**config.mk**
```make
export PLATFORM = sky130hd
export DESIGN_NAME = rde_ctrl
export DESIGN_NICKNAME = d
export VERILOG_FILES = /design/src/hdl/rde_pkg.sv /design/src/hdl/rde_ctrl.sv
export SDC_FILE = /design/constraint.sdc
export NUM_CORES = 1
export LEC_CHECK = 0
export ABC_AREA = 1
export BUFFER_PORTS_ARGS = -buffer_cell sky130_fd_sc_hd__buf_2
export CAP_MARGIN = 20
export CORE_MARGIN = 3
export CORE_UTILIZATION = 47
export CTS_CLUSTER_DIAMETER = 200
export DETAILED_ROUTE_END_ITERATION = 10
export HOLD_SLACK_MARGIN = 0.05
export PLACE_DENSITY = 0.77
export SLEW_MARGIN = 20
export SYNTH_ARGS = -nofsm -noshare
export SYNTH_HDL_FRONTEND = slang
export SYNTH_SLANG_ARGS = --single-unit
export TNS_END_PERCENT = 30
```
**constraint.sdc**
```tcl
create_clock -name clk -period 2.15 [get_ports clk]
set_input_delay 0.215 -clock clk [delete_from_list [all_inputs] [get_ports clk]]
set_output_delay 0.215 -clock clk [all_outputs]
set_load 0.01 [all_outputs]
```
**src/hdl/rde_pkg.sv**
```systemverilog
// Package with the constants, operation codes and shared types of the reversible deque engine.
`default_nettype none
package rde_pkg;

	localparam int DEPTH      = 1024;
	localparam int DATA_WIDTH = 16;
	localparam int ADDR_W     = $clog2(DEPTH);
	localparam int CNT_W      = $clog2(DEPTH + 1);
	localparam int OP_W       = 3;

	typedef enum logic [OP_W-1:0] {
		OP_CLEAR   = 3'd0,
		OP_APPEND  = 3'd1,
		OP_REVERSE = 3'd2,
		OP_DELETE  = 3'd3,
		OP_TAKE    = 3'd4
	} op_t;

	typedef struct packed {
		logic                  we;
		logic [ADDR_W-1:0]     waddr;
		logic [DATA_WIDTH-1:0] wdata;
		logic                  re;
		logic [ADDR_W-1:0]     raddr;
	} mem_req_t;

	function automatic logic [ADDR_W-1:0] wrap_index(input logic [ADDR_W-1:0] base,
			input logic [CNT_W-1:0] off);
		logic [CNT_W:0] s;
		s = (CNT_W+1)'(base) + (CNT_W+1)'(off);
		if (s >= (CNT_W+1)'(DEPTH)) begin
			s = s - (CNT_W+1)'(DEPTH);
		end
		return s[ADDR_W-1:0];
	endfunction

endpackage
`default_nettype wire

```
**src/hdl/rde_ctrl.sv**
```systemverilog
// Pointer, count and flag control of the deque, with the result stage.
`default_nettype none
module rde_ctrl (
	input  wire                            clk,
	input  wire                            arst_n,
	input  wire                            accept,
	input  wire  [rde_pkg::OP_W-1:0]       op,
	input  wire  [rde_pkg::DATA_WIDTH-1:0] value,
	output rde_pkg::mem_req_t              req,
	input  wire  [rde_pkg::DATA_WIDTH-1:0] rd_data,
	output logic                           done,
	output logic [rde_pkg::DATA_WIDTH-1:0] data,
	output logic                           data_valid,
	output logic                           last,
	output logic                           error,
	output logic [rde_pkg::CNT_W-1:0]      count
);
	import rde_pkg::*;

	logic [ADDR_W-1:0] head_q, head_d;
	logic [CNT_W-1:0]  cnt_q, cnt_d;
	logic              rev_q, rev_d;
	logic              err_q, err_d;
	logic              took;
	logic              valid_s1;
	logic              take_s1;

	always_comb begin
		head_d = head_q;
		cnt_d  = cnt_q;
		rev_d  = rev_q;
		err_d  = err_q;
		took   = 1'b0;
		req    = '0;
		if (accept) begin
			unique case (op_t'(op))
				OP_CLEAR: begin
					head_d = '0;
					cnt_d  = '0;
					rev_d  = 1'b0;
					err_d  = 1'b0;
				end
				OP_APPEND: begin
					if (cnt_q >= CNT_W'(DEPTH)) begin
						err_d = 1'b1;
					end else begin
						req.we    = 1'b1;
						req.waddr = wrap_index(head_q, cnt_q);
						req.wdata = value;
						cnt_d     = cnt_q + CNT_W'(1);
					end
				end
				OP_REVERSE: begin
					rev_d = ~rev_q;
				end
				OP_DELETE: begin
					if (!err_q) begin
						if (cnt_q == '0) begin
							err_d = 1'b1;
						end else begin
							if (!rev_q) begin
								head_d = wrap_index(head_q, CNT_W'(1));
							end
							cnt_d = cnt_q - CNT_W'(1);
						end
					end
				end
				OP_TAKE: begin
					if (cnt_q != '0) begin
						took      = 1'b1;
						req.re    = 1'b1;
						req.raddr = rev_q ? wrap_index(head_q, cnt_q - CNT_W'(1)) : head_q;
						if (!rev_q) begin
							head_d = wrap_index(head_q, CNT_W'(1));
						end
						cnt_d = cnt_q - CNT_W'(1);
					end
				end
				default: begin
				end
			endcase
		end
	end

	always_ff @(posedge clk or negedge arst_n) begin
		if (!arst_n) begin
			head_q   <= '0;
			cnt_q    <= '0;
			rev_q    <= 1'b0;
			err_q    <= 1'b0;
			valid_s1 <= 1'b0;
			take_s1  <= 1'b0;
		end else begin
			head_q   <= head_d;
			cnt_q    <= cnt_d;
			rev_q    <= rev_d;
			err_q    <= err_d;
			valid_s1 <= accept;
			take_s1  <= took;
		end
	end

	assign done       = valid_s1;
	assign data       = take_s1 ? rd_data : '0;
	assign data_valid = take_s1;
	assign last       = (cnt_q == '0);
	assign error      = err_q;
	assign count      = cnt_q;

endmodule
`default_nettype wire

```
---- Yosys cells after proc, flatten, opt, wreduce, memory -nomap -nowiden ----
Cells that the tools add are included.
storage, ports and cells
  flip-flop bits (word level) ............. 25
  input port bits ......................... 38
  output and inout bits ................... 69
  logic and storage cells ................. 67
cells by class
  add/subtract/negate cells ............... 8
  $lt $le $gt $ge ......................... 4
  equality and inequality tests ........... 9
  mux-type cells .......................... 28
  bitwise gates (word level) .............. 1
  reduce and logical (&&, ||, !) cells .... 11
operators by type and width
  kind                                                                      number
  10-bit two-way mux                                                        8
  11-bit two-way mux                                                        6
  27-bit two-way mux                                                        2
  11-bit one-hot mux with 4 select lines                                    1
  38-bit two-way mux                                                        1
  10-bit one-hot mux with 3 select lines                                    1
  10-bit by 1-bit subtractor with 10-bit output (second input constant)     3
  10-bit by 11-bit adder with 12-bit output                                 2
  12-bit by 11-bit >= comparator with 1-bit output (second input constant)  2
  11-bit >= comparator (second input constant)                              2
  16-bit two-way mux                                                        1
  10-bit by 1-bit adder with 11-bit output (second input constant)          1
  11-bit by 1-bit adder with 11-bit output (second input constant)          1
  11-bit logical NOT                                                        1
  11-bit nonzero test                                                       1
  11-bit by 1-bit subtractor with 11-bit output (second input constant)     1
  2-bit != test (second input constant)                                     5
  3-bit by 2-bit equality test with 1-bit output (second input constant)    2
  1-bit two-way mux                                                         6
  6-bit AND reduction                                                       1
  3-bit nonzero test                                                        2
  5-bit AND reduction                                                       1
  4-bit nonzero test                                                        1
  3-bit by 1-bit equality test with 1-bit output (second input constant)    1
  8 further kinds                                                           8

---- Depth between registers and ports, before layout ----
Gate-level depths: netlist of run 1.
  depth after elaboration ................. 8
  depth in mapped cells ................... 17
  mapped depth without buffers ............ 17

---- Least setup slack after synthesis of run 1 ----
No wires, ideal clock.
  path type ............................... flip-flop to output port
  start ................................... reg cnt_q[0] (netlist: count[0])
  end ..................................... out req[9] (netlist bit)
  data arrival time ....................... 2283 ps
  required time ........................... 1935 ps
  slack ................................... -348 ps
  cell stages (with the launch flop) ...... 15
  buffers on the path ..................... 0
  cell sequence ........................... dfrtp_1 -> inv_1 -> ha_1 -> nand2_1 -> xor2_1 -> ha_1 -> a21oi_1 -> nand2_1 -> nand2_1 -> nand2_1 -> nor2_1 -> nand2_1 -> nand4_1 -> nand2_1 -> nor2_1
RTL lines
  item                      line            source
  start: declaration        rde_ctrl.sv:21  logic [CNT_W-1:0] cnt_q, cnt_d;
  start signal: assignment  rde_ctrl.sv:95  cnt_q <= cnt_d;
  end: declaration          rde_ctrl.sv:9   output rde_pkg::mem_req_t req,

==> reports/metrics.csv, run 1 <==
metric,value,unit
status,finished with violations,
failing checks,negative setup slack,
Yosys top cell area share,20.10,%
Slew HR,59.84,%
RSZ-0062 raised after global routing,true,
fin crit period,2.736,ns
"Clk Latency, worst-skew pair",0.28,ns
pwr/cell area,1340,nW/µm²
most frequent cells in the layout,"nand2_1 (111), buf_2 (106), inv_1 (76)",
Die Ht,87.37,µm
Ports,107,
crit path capture type,primary output,
layout cells sized above 1,42.21,%
CTS Root Cell,clkbuf_8,
Final Hold Viols,0,
Std-Cell Rows,29,
core area,6386,µm²
1st-pass router iterations,5,
"EDFF count, synth",0,
area grow syn2layout,51.11,%
Antenna diodes,0,
Worst-Margin Slew,0.6025,ns
Routed wire per std cell,15.38,µm
drt first-iter violations,244,
syn_nets,558,
Max Clk Rate,365.5,MHz
CP max FO,4,
Nets,725,
dominant synthesized flop cell,dfrtp_1,
global placement routability congestion,0.9432,
Worst path slowest cell,dfrtp_2,
WP data required,1.93,ns
area of the mapped netlist,3112,µm²
Final WS setup,-0.5860,ns
maximum vdd drop,0.001024,V
Synth Warn #,0,
Worst Setup Start Kind,register,
maxcap violations,0,
CP arrival,2.52,ns
"most used cell, CP",nand2_1,
port bufs,106,
"commonest non-fill, non-tap cell in the layout",nand2_1,
final slew viol count,0,
Total Wirelength,11.35,mm
Clock Tree Buf Depth,2,
first-pass GRT wire length,17.03,mm
die area,7633,µm²
CTS tree,built,
library cells used by synthesis,42,
vias after detailed routing,3955,
Syn Area/Cell,6.286,µm²
post-synth top area cell,dfrtp_1,
clock slew seen by the registers of the worst setup and hold paths,0.09,ns
Setup Viol. Count Final,17,
Area contributors post-synth,"dfrtp_1 (20%), nand2_1 (14%), inv_1 (10%)",
final instance area,4702,µm²
vias in the first global route,3669,
crit share post-route,127.3,%
initial antenna violation count,0,
post-synthesis instance total,495,
clk_skew,0.005095,ns
WS Path Type,register to primary output,
Initial Util,48.73,%
die extent in x,87.37,µm
CTS buffer count,3,
via/cell ratio,5.359,
pin count of the biggest net entering global routing,26,
Static Leak,2.640,nW
Clock H-tree levels,1,
Residual DRC,0,
remaining global-route overflow,0,
Seq cells post-synth,25,
Pwr Total,6.300,mW
Detail Route Antenna Nets,0,
DP Wirelength,8.244,mm
cells along the critical path,"inv_4, ha_4, buf_6, nand2_4, nor2_4, xor2_2, ha_4, nand2_1, nand2_1, a21oi_2, nand2_1, nor2_1, nand2_1, nand3_1, nand2_1, inv_1, nor2_2, buf_2",
global-route usage over all layers,27.99,%
dpl cell area,4174,µm²
# clock sinks,25,
post-synthesis sequential area ratio,20.10,%
async set-reset flop share out of synthesis,100.0,%
"Largest stage delay, worst path",0.45,ns
worst hold path type,input pin to register,
[stage by stage]
step	cells	hold slack, ns	util [%]	worst slack (ns)	TNS (ns)
after global routing	738	0.1053	73.63	-0.7520	-6.916
after detailed placement	724	0.2592	65.36	-0.3583	-1.625
final	738	0.1089	73.63	-0.5860	-4.937
after global placement	724	0.2560	65.36	-0.3041	-1.286
after floorplan	495	-0.08059	-	-0.1324	-0.1996
after CTS	736	0.1089	69.71	-0.5825	-4.462
[layer usage]
layer	vias to the layer above	GRT usage (%)	wire length (µm)	share of wire, %
met4	0	7.671	301	2.7
met1	1810	32.97	4428	39
met5	-	0	0	0
met2	197	51.71	5693	50
li1	1912	-	-	-
met3	36	4.636	927	8.2
[repair_timing]
action                                  in CTS  in global routing
pin swaps                                   27                 10
endpoints found under the setup margin      19                 19
hold endpoints to repair                    25                  0
setup buffers                                7                  2
gates resized for setup                     39                 42
hold buffers                                 1                  0
[path summary, 6_finish.rpt]
check	start	to	slack, ns	depth (start not counted)
worst max-delay path	count[1]	req[9]	-0.59	18
worst min-delay path	accept	done	0.11	1
worst max register to register	count[4]	count[1]	0.24	11
worst min register to register	error	error	0.55	2
max in group asynchronous	arst_n	count[6]	1.25	2
min in group asynchronous	arst_n	head_q[6]	0.46	2
[cells in the mapped netlist, types with 5 or more instances]
master	number
a21oi_1	25
dfrtp_1	25
ha_1	23
inv_1	83
inv_2	5
nand2_1	119
nand2_2	6
nand3_1	32
nand4_1	9
nor2_1	54
nor3_1	6
o21ai_0	25
o21ai_1	7
o21ai_2	7
o31ai_1	5
xor2_1	16
[sequential cells by signal, indices dropped and copies added, names as in the netlist]
| name | flops |
|---|---|
| count | 11 |
| head_q | 10 |
| data_valid | 1 |
| done | 1 |
| error | 1 |
| rev_q | 1 |
[where the power goes]
group          total (mW)  switching [mW]  internal (mW)
Combinational        5.21            2.75           2.46
Clock               0.302           0.169          0.133
Sequential          0.785           0.194          0.591
Total                6.30            3.12           3.18
[cells by family after synthesis]
kind of cell	synth area share (%)
buffers and inverters	13.27
AOI/OAI and AO/OA	16.49
DFF	20.10
adders and majority gates	10.53
xor gates and xnor gates	5.066
and+or+nand+nor	34.54
[area by class of cell]
type / count / area (µm²)
timing repair buffer: 173 / 1067
fill: 513 / 1684
sequential: 25 / 634.4
inverter: 90 / 346.6
multi-input combinational: 369 / 2512
tap: 77 / 96.34
clock buffer: 4 / 45.04
[critical path, delay by kind of cell (launching register included)]
kind | cells | cell delay [ns]
AO/OA/AOI/OAI | 1 | 0.14
adder cells (fa/ha/maj) | 2 | 0.39
buffers and inverters | 4 | 0.35
XOR/XNOR | 1 | 0.20
flip-flops | 1 | 0.45
AND/OR/NAND/NOR | 10 | 0.71
Power figures use the tool's default switching activity.
==> run 2: changes to the inputs <==
ABC_AREA = default   (was 1)
CORE_UTILIZATION = 46   (was 47)
PLACE_DENSITY = 0.76   (was 0.77)
==> reports/metrics.csv, run 2 <==
metric,value,unit
DP Wirelength,7.309,mm
pre-CTS setup slack,-1.072,ns
max FFs per register,11,
pwr/cell area,1135,nW/µm²
final slew viol count,0,
Final WS setup,-1.365,ns
via/cell ratio,5.909,
port bufs,106,
worst hold path type,input pin to register,
WS Path Type,register to primary output,
Synth Warn #,0,
Routed wire per std cell,17.39,µm
maximum vdd drop,0.001005,V
dominant synthesized flop cell,dfrtp_1,
CTS Root Cell,clkbuf_8,
"Clk Latency, worst-skew pair",0.28,ns
Total Wirelength,10.89,mm
"reg-to-reg slack, setup",-0.17,ns
die extent in x,84.89,µm
Final Hold Viols,0,
global placement routability congestion,0.9266,
# clock sinks,25,
async set-reset flop share out of synthesis,100.0,%
worst hold endpoint,done,
global-route usage over all layers,27.16,%
Worst-Margin Slew,0.6112,ns
fin crit period,3.515,ns
Max Clk Rate,284.5,MHz
Std-Cell Rows,28,
status,finished with violations,
maxcap violations,0,
CP max FO,3,
Clock H-tree levels,1,
remaining global-route overflow,0,
Setup Viol. Count Final,35,
Reg-to-Reg End,head_q[8],
post-synthesis sequential area ratio,21.85,%
"EDFF count, synth",0,
cells along the critical path,"or3_4, buf_4, nor3b_2, xor2_1, ha_1, a21o_1, nand3_1, nand2_1, or3_1, a21oi_2, mux2i_2, buf_2",
crit path capture type,primary output,
core area,5991,µm²
Worst path slowest cell,dfrtp_2,
clk_skew,0.01153,ns
post-synthesis instance total,370,
CTS tree,built,
layout cells sized above 1,52.63,%
area grow syn2layout,64.73,%
Yosys top cell area share,21.85,%
die area,7206,µm²
most frequent cells in the layout,"buf_2 (104), buf_4 (70), and2_1 (32)",
Worst Setup Start Kind,register,
Static Leak,2.369,nW
initial antenna violation count,0,
RSZ-0062 raised after global routing,true,
worst hold path startpoint,accept,
1st-pass router iterations,5,
top-count cell post-synth,o21ai_0,
Slew HR,59.25,%
hold path depth,1,
most instantiated cells after synthesis,"o21ai_0 (37), and2_1 (32), nand2_1 (26), nor2_1 (26), dfrtp_1 (25)",
pin count of the biggest net entering global routing,26,
Reg2Reg Launch Point,count[6],
first-pass GRT wire length,16.13,mm
CP arrival,3.30,ns
failing checks,negative setup slack,
R2R depth,9,
crit share post-route,163.5,%
syn_nets,433,
Residual DRC,0,
clock slew seen by the registers of the worst setup and hold paths,0.10,ns
Ports,107,
Syn Area/Cell,7.737,µm²
"commonest non-fill, non-tap cell in the layout",buf_2,
vias after detailed routing,3699,
Detail Route Antenna Nets,0,
drt first-iter violations,280,
Die Ht,84.89,µm
"Largest stage delay, worst path",0.41,ns
Seq cells post-synth,25,
WHS,0.06296,ns
Nets,615,
vias in the first global route,3456,
WP data required,1.93,ns
Clock Tree Buf Depth,2,
Antenna diodes,0,
CTS buffer count,3,
area of the mapped netlist,2863,µm²
post-synth top area cell,dfrtp_1,
Initial Util,47.79,%
library cells used by synthesis,61,
Area contributors post-synth,"dfrtp_1 (22%), ha_1 (10%), and2_1 (7.0%)",
## run 2: cell count changes after synthesis, sizes merged, moves of 9 or more
cell and change:
clkbuf +10, inv -71, xor2 -9, and3 +12, nor2 -37, and2 +32, nand2 -100, nand3 -23
## run 2: worst max-delay path by stage
stage | from | end | slack, ns | cells after the start
3_3_place_gp | count[4] | req[9] | -1.04 | 11
2_1_floorplan | count[4] | req[9] | -1.02 | 10
5_1_grt | count[4] | req[9] | -1.49 | 12
3_5_place_dp | count[4] | req[9] | -1.07 | 11
6_report | count[4] | req[9] | -1.36 | 12
4_1_cts | count[4] | req[9] | -1.30 | 11
## run 2: timing repair
action                                  4_1_cts  5_1_grt
hold buffers                                  1        0
pin swaps                                    31       29
resized for setup                            67       52
setup buffers                                 9       11
endpoints found under the setup margin       40       57
endpoints found under the hold margin        25        0
## run 2: final cells by class
type / count / area, µm²
Clock buffer: 4 / 45.04
Tap cell: 75 / 93.84
Multi-Input combinational cell: 306 / 2564
Timing Repair Buffer: 197 / 1308
Sequential cell: 25 / 631.9
Inverter: 19 / 73.82
Fill cell: 389 / 1275
## run 2: worst max-delay path, delay by kind of cell (launching register included)
kind | cells | cell delay (ns)
AO/OA/AOI/OAI | 2 | 0.38
XOR/XNOR | 1 | 0.25
adder cells (fa/ha/maj) | 1 | 0.31
buffers and inverters | 2 | 0.32
flip-flops | 1 | 0.41
multiplexers | 1 | 0.23
AND/OR/NAND/NOR | 5 | 1.13
## run 2: metrics by stage
stage               instances  util [%]  setup TNS, ns  power [mW]  cell area [µm²]
floorplan                 370         -         -5.066       2.474             2940
global placement          607     67.00         -6.591       3.604             4014
detailed placement        607     67.00         -7.518       3.691             4014
CTS                       619     73.85         -9.895       4.653             4424
global route              626     78.72         -12.95       5.673             4716
finish                    626     78.72         -10.39       5.353             4716
## run 2: cell families (layout without fill, tap and decap cells)
logic type               count (synthesis)  count (layout)  share of synthesized area, %
XOR/XNOR                                15              15                         4.589
multiplexers                             7               7                         2.448
flip-flops                              25              25                         21.85
buffers and inverters                   39             220                         6.206
AND/OR/NAND/NOR                        157             157                         30.55
adder cells (fa/ha/maj)                 25              25                         11.45
AO/OA/AOI/OAI                          102             102                         22.90
## run 2: report_power, final
part           leakage, nW  internal [mW]  switching, mW  total (mW)
Clock               0.0228          0.133          0.161       0.294
Sequential           0.328          0.582          0.109       0.691
Combinational         2.02           2.30           2.06        4.37
Total                 2.37           3.02           2.33        5.35
## run 2: metal layers
metal / vias to the layer above / wire (µm) / GRT usage, %
met1: 1762 / 4104 / 32.50
met4: 0 / 365 / 7.914
met5: - / 0 / 0
met2: 198 / 5648 / 49.18
met3: 40 / 767 / 5.340
li1: 1699 / - / -
